==> src/sv/mandelbrot_escape_time_core_assert.svh <==
// Assertion macros shared by the RTL files of the escape-time core.
// Needs a clock named clk and an active-low reset named arst_n in the including scope.
`ifndef MANDELBROT_ESCAPE_TIME_CORE_ASSERT_SVH
`define MANDELBROT_ESCAPE_TIME_CORE_ASSERT_SVH
`ifndef SYNTHESIS
// Property checked at every clock edge outside reset.
`define MET_ASSERT(lbl, prop, msg) \
	lbl: assert property (@(posedge clk) disable iff (!arst_n) prop) else $error(msg);
// Antecedent in a cycle implies the consequent in the next cycle.
`define MET_ASSERT_NEXT(lbl, ante, cons, msg) \
	lbl: assert property (@(posedge clk) disable iff (!arst_n) ante |=> cons) else $error(msg);
`else
`define MET_ASSERT(lbl, prop, msg)
`define MET_ASSERT_NEXT(lbl, ante, cons, msg)
`endif
`endif

==> src/sv/met_pkg.sv <==
// Shared types, constants and helper functions of the escape-time core.
// No dependencies; every other file but the assertion header uses this package.
package met_pkg;

	localparam int PIX_W     = 9;
	localparam int COORD_W   = 32;
	localparam int FRAC_BITS = 28;
	localparam int MAX_ITER  = 100;
	localparam int CNT_W     = 7;
	localparam int CFG_IDX_W = 2;

	// Width that holds a mapped coordinate before saturation.
	localparam int WIDE_W = 42;

	localparam logic [CNT_W-1:0] CNT_MAX  = CNT_W'(MAX_ITER);
	localparam logic [CNT_W-1:0] CNT_HALF = CNT_W'(MAX_ITER / 2);

	// 4.0 in Q8.56.
	localparam logic [63:0] FOUR_Q56 = 64'h0400_0000_0000_0000;

	localparam logic signed [WIDE_W-1:0] SAT_HI = 42'sd2147483647;
	localparam logic signed [WIDE_W-1:0] SAT_LO = -42'sd2147483648;

	typedef logic signed [COORD_W-1:0] coord_t;

	typedef enum logic [CFG_IDX_W-1:0] {
		REG_LEFT_REAL = 2'd0,
		REG_TOP_IMAG  = 2'd1,
		REG_REAL_STEP = 2'd2,
		REG_IMAG_STEP = 2'd3
	} reg_idx_t;

	localparam coord_t LEFT_REAL_RST = -32'sd536870912;
	localparam coord_t TOP_IMAG_RST  = 32'sd536870912;
	localparam coord_t REAL_STEP_RST = 32'sd2101255;
	localparam coord_t IMAG_STEP_RST = 32'sd2101255;

	typedef struct packed {
		coord_t left_real;
		coord_t top_imag;
		coord_t real_step;
		coord_t imag_step;
	} cfg_t;

	// One mapped point on its way from the front to the back.
	typedef struct packed {
		coord_t cre;
		coord_t cim;
		logic   outside;
	} point_t;

	// Clamp a wide signed value to the Q4.28 range.
	function automatic coord_t sat_coord(input logic signed [WIDE_W-1:0] v);
		coord_t r;
		if (v > SAT_HI) begin
			r = coord_t'(SAT_HI[COORD_W-1:0]);
		end else if (v < SAT_LO) begin
			r = coord_t'(SAT_LO[COORD_W-1:0]);
		end else begin
			r = coord_t'(v[COORD_W-1:0]);
		end
		return r;
	endfunction

endpackage

==> src/sv/met_queue.sv <==
// Two-entry queue between the front and the back of the escape-time core.
// Depends on met_pkg for the point type.
module met_queue (
	input  logic            clk,
	input  logic            arst_n,
	input  met_pkg::point_t push_data,
	input  logic            push_valid,
	output logic            push_ready,
	output met_pkg::point_t pop_data,
	output logic            pop_valid,
	input  logic            pop_ready
);
	import met_pkg::*;

	point_t     ent_q [2];
	logic       wr_ptr_q, rd_ptr_q;
	logic [1:0] cnt_q;
	logic       do_push, do_pop;

	assign push_ready = (cnt_q != 2'd2);
	assign pop_valid  = (cnt_q != 2'd0);
	assign pop_data   = ent_q[rd_ptr_q];
	assign do_push    = push_valid && push_ready;
	assign do_pop     = pop_valid && pop_ready;

	always_ff @(posedge clk or negedge arst_n) begin
		if (!arst_n) begin
			wr_ptr_q <= 1'b0;
			rd_ptr_q <= 1'b0;
			cnt_q    <= 2'd0;
		end else begin
			if (do_push) begin
				wr_ptr_q <= !wr_ptr_q;
			end
			if (do_pop) begin
				rd_ptr_q <= !rd_ptr_q;
			end
			if (do_push && !do_pop) begin
				cnt_q <= cnt_q + 2'd1;
			end else if (do_pop && !do_push) begin
				cnt_q <= cnt_q - 2'd1;
			end
		end
	end

	always_ff @(posedge clk) begin
		if (do_push) begin
			ent_q[wr_ptr_q] <= push_data;
		end
	end

endmodule

==> config.mk <==
export PLATFORM = sky130hd
export DESIGN_NAME = met_queue
export DESIGN_NICKNAME = d
export VERILOG_FILES = /design/src/sv/mandelbrot_escape_time_core_assert.svh /design/src/sv/met_pkg.sv /design/src/sv/met_queue.sv
export SDC_FILE = /design/constraint.sdc
export NUM_CORES = 1
export LEC_CHECK = 0
export ABC_CLOCK_PERIOD_IN_PS = 4700
export CAP_MARGIN = 20
export CORE_AREA = 2 2 91 102
export DETAILED_ROUTE_END_ITERATION = 8
export DIE_AREA = 0 0 93 104
export DONT_BUFFER_PORTS = 1
export GPL_TIMING_DRIVEN = 0
export PLACE_DENSITY = 0.74
export SLEW_MARGIN = 10
export SYNTH_ARGS = -nofsm -noshare
export SYNTH_HDL_FRONTEND = slang
export SYNTH_SLANG_ARGS = --single-unit
==> constraint.sdc <==
create_clock -name clk -period 4.7 [get_ports clk]
set_input_delay 0.47 -clock clk [delete_from_list [all_inputs] [get_ports clk]]
set_output_delay 0.47 -clock clk [all_outputs]
set_load 0.01 [all_outputs]
Word-level counts from Yosys, hierarchy flattened
Memory sizes are Yosys's and may differ from the RTL's.
Index checks and enable logic that the tools add are counted.
W data, S select, Z words.
{ "word_totals": {"reg_bits": 4, "ramBits": 130, "input_bits": 69, "out_inout_bits": 67, "word_cells": 21, "memories": 1} }
{ "op_classes": {"addsub": 2, "eq_ne": 1, "muxes": 4, "reduce_logical": 10} }
{ "mem_list": {"columns": ["memory", "words", "width", "read_ports", "rd_clocked_by_memory_dff", "write_ports", "line", "text"], "rows": [
  ["ent_q", 2, 65, 1, 0, 1, "met_queue.sv:15", "point_t ent_q [2];"]
]} }
{ "op_table": {"columns": ["cell", "n"], "rows": [
  ["$logic_and A1 B1 Y1", 4],
  ["$logic_not A1 Y1", 4],
  ["$mux W2", 2],
  ["$reduce_bool A2 Y1", 2],
  ["$add A2 B1 Y2 const B", 1],
  ["$mux W1", 2],
  ["$ne A2 B2 Y1 const B", 1],
  ["$sub A2 B1 Y2 const B", 1]
]} }

Logic depth before layout (Yosys ltp)
{ "depth": {"ltp_word": 6, "depth_mapped": 7} }

Least setup slack after synthesis
Ideal clock, no wire load.
{ "synth_timing": {"path_kind": "register to register", "start": "reg cnt_q[0]", "end": "mem ent_q[0][0] (netlist name) (enable)", "t_arrival_ns": 3.417, "required_ns": 4.212, "setup_slack_ns": 0.795, "path_stages_with_launch": 4, "n_path_buf": 0, "synth_period_minus_slack_ns": 3.905, "cell_sequence": "dfrtp_1 -> nand2b_1 -> nand2_1 -> nor2_1"} }
{ "synth_via": {"elab_chain_cells": 4} }
{ "synth_rtl": {"columns": ["item", "line", "text"], "rows": [
  ["start: declaration", "met_queue.sv:17", "logic [1:0] cnt_q;"],
  ["start signal: assignment", "met_queue.sv:39", "cnt_q <= cnt_q + 2'd1;"],
  ["start signal: assignment", "met_queue.sv:41", "cnt_q <= cnt_q - 2'd1;"],
  ["$ne A2 B2 Y1", "met_queue.sv:20", "assign push_ready = (cnt_q != 2'd2);"],
  ["named net push_ready", "met_queue.sv:8", "output logic push_ready,"],
  ["$logic_and A1 B1 Y1", "met_queue.sv:23", "assign do_push = push_valid && push_ready;"],
  ["$mux W1", "met_queue.sv:47", "if (do_push) begin"],
  ["$mux W1 (implied by the code)", "met_queue.sv:48", "ent_q[wr_ptr_q] <= push_data;"],
  ["end: declaration", "met_queue.sv:15", null]
]} }
The timed path passes the listed nets, and every way through them passes these cells.

==> summary.txt <==
DR iter-0 viols: 106
register area share after synthesis: 79.3%
Yosys warning count: 0
vias per cell: 5.47
core region area: 8650 um^2
clk buf depth: 2
Worst setup EP type: output pin
Hold Crit Class: in2reg
max frequency: 486 MHz
P&R area growth vs syn: 15.1%
hpwl dp: 4.87 mm
Syn Inst Count: 220
pin count of the biggest net entering global routing: 38
CP required: 4.23 ns
RSZ-0062 raised after global routing: no
final worst setup slack: 2.64 ns
post-route minimum period: 2.06 ns
layout net count: 313
WS Path Type: reg2out
Final setup viols: 0
Routability Congestion: 0.724
Die Wd: 93 um
Die Ht: 104 um
#FFs+latches synth: 134
CTS buffer count: 17
CP max FO: 10
antenna violations before repair: 0
CTS HTree Levels: 4
clock slew at reported path FFs: 0.06 ns
status: finished, final reports clean
total gr overflow: 0
Mapped Area: 5050 um^2
Initial Utilization: 58.3%
final hold slack: 0.0642 ns
Rows: 36
Sink Count: 134
max_cap viols: 0
Tot GR Track Use: 16.4%
leakage dissipation: 0.00205 uW
dpl ws: 2.86 ns
number of post-CTS setup repair buffers: 0
Clock Skew: 0.00548 ns
clk_lat worst skew: 0.50 ns
Post-Route WL: 7.35 mm
PwrDens: 678 nW/um^2
Die Area: 9670 um^2
vias in the first global route: 2,273
Routed WL per cell: 19.9 um
critical path startpoint category: flop
router iterations before antenna repair: 4
Final Max Tran Viols: 0
Crit path arrival time: 1.59 ns
VDD IR max: 0.000401 V
post-route core utilization: 67.2%
fraction of layout cells with a size suffix above 1: 40.6%
Final Non-Filler Cells: 370
Placed Cells: 337
Cell variety after synth: 15
Antenna Nets Post-Route: 0
crit share post-route: 43.8%
DR vias: 2,024
first-pass GRT wire length: 11.4 mm
num ports: 136
Post-Syn Nets: 290
root buffer cell: clkbuf_8
syn_area_per_cell: 22.9 um^2
# port buffers: 0
Slew headroom: 66.9%
Fin. Hold Viols: 0
drt drc: 0
worst slew pin tran: 0.496 ns
n_diodes: 0
CTS tree: yes
cells in the mapped netlist:
| cell | instances | area, um^2 |
|---|---|---|
| inv_1 | 1 | 3.75 |
| nor2_1 | 2 | 7.51 |
| nand2_1 | 2 | 7.51 |
| and3_1 | 1 | 6.26 |
| edfxtp_1 | 130 | 3900 |
| dfrtp_1 | 4 | 100 |
| xor2_1 | 2 | 17.5 |
| nand2b_1 | 1 | 6.26 |
| ha_1 | 1 | 12.5 |
| buf_2 | 2 | 10.0 |
| mux2_2 | 25 | 282 |
| buf_6 | 5 | 56.3 |
| xnor2_1 | 3 | 26.3 |
| or2_2 | 1 | 6.26 |
| mux2_4 | 40 | 601 |
cell families after synthesis:
group                      after synthesis  synth area share, %
muxes                                   65                 17.5
DFF                                    134                 79.3
xor gates and xnor gates                 5                0.868
adders and majority gates                1                0.248
and+or+nand+nor                          7                0.670
buffers and inverters                    8                 1.39
registers in the layout, indices dropped and copies added (netlist names):
signal,count
cnt_q,2
wr_ptr_q,1
rd_ptr_q,1
ent_q,130
through the flow:
stage	setup TNS (ns)	area (um^2)	power, uW
6_report	0	5810	3940
5_1_grt	0	5810	4130
4_1_cts	0	5810	4010
3_5_place_dp	0	5260	2810
3_3_place_gp	-39.02	5190	2770
2_1_floorplan	0	5050	2600
worst paths after layout:
kind / start / end / slack (ns) / cells after the start
hold / removal: push_data[13] / ent_q[0][13] / 0.06 / 0
setup / recovery: rd_ptr_q / pop_data[35] / 2.64 / 3
setup reg to reg: cnt_q[0] / ent_q[0][62] / 2.88 / 4
hold reg to reg: cnt_q[1] / cnt_q[1] / 0.50 / 1
max in group asynchronous: arst_n / rd_ptr_q / 4.28 / 1
min in group asynchronous: arst_n / wr_ptr_q / 0.25 / 1
metal layers:
metal | vias to the layer above | global-route usage (%) | routed length (um)
met5 | - | 0 | 0
met4 | 0 | 8.19 | 168
met3 | 15 | 9.20 | 768
met2 | 102 | 27.8 | 4010
met1 | 998 | 15.6 | 2400
li1 | 909 | - | -
layout make-up:
cell class                      count  area, um^2
Buffer                              7        66.3
Fill cell                         575        2840
Clock inverter                     10         106
Clock buffer                       22         433
Timing Repair Buffer                4        70.1
Tap cell                          114         143
Sequential cell                   134        4000
Inverter                            1        3.75
Multi-Input combinational cell     78         985
critical path: stages (launching register included):
cell and delay [ns]:
dfrtp_1 0.37, buf_6 0.18, buf_6 0.19, mux2_4 0.35
where the power goes:
group	switching [uW]	internal (uW)	total, uW
Clock	430	747	1180
Sequential	70.7	1640	1710
Combinational	572	486	1060
Total	1070	2870	3940
what timing repair did:
item,in CTS,in global routing
endpoints found under the hold margin,4,0
gates resized for setup,0,0
hold buffers,1,0
cells in the final DEF, fill, tap and decap left out, drive strengths merged:
cell	n
and3	1
buf	10
bufinv	2
clkbuf	22
clkinv	5
clkinvlp	3
dfrtp	4
dlygate4sd3	1
edfxtp	130
ha	1
inv	1
mux2	65
nand2	2
nand2b	1
nor2	2
or2	1
xnor2	3
xor2	2
Power figures use the tool's default switching activity.
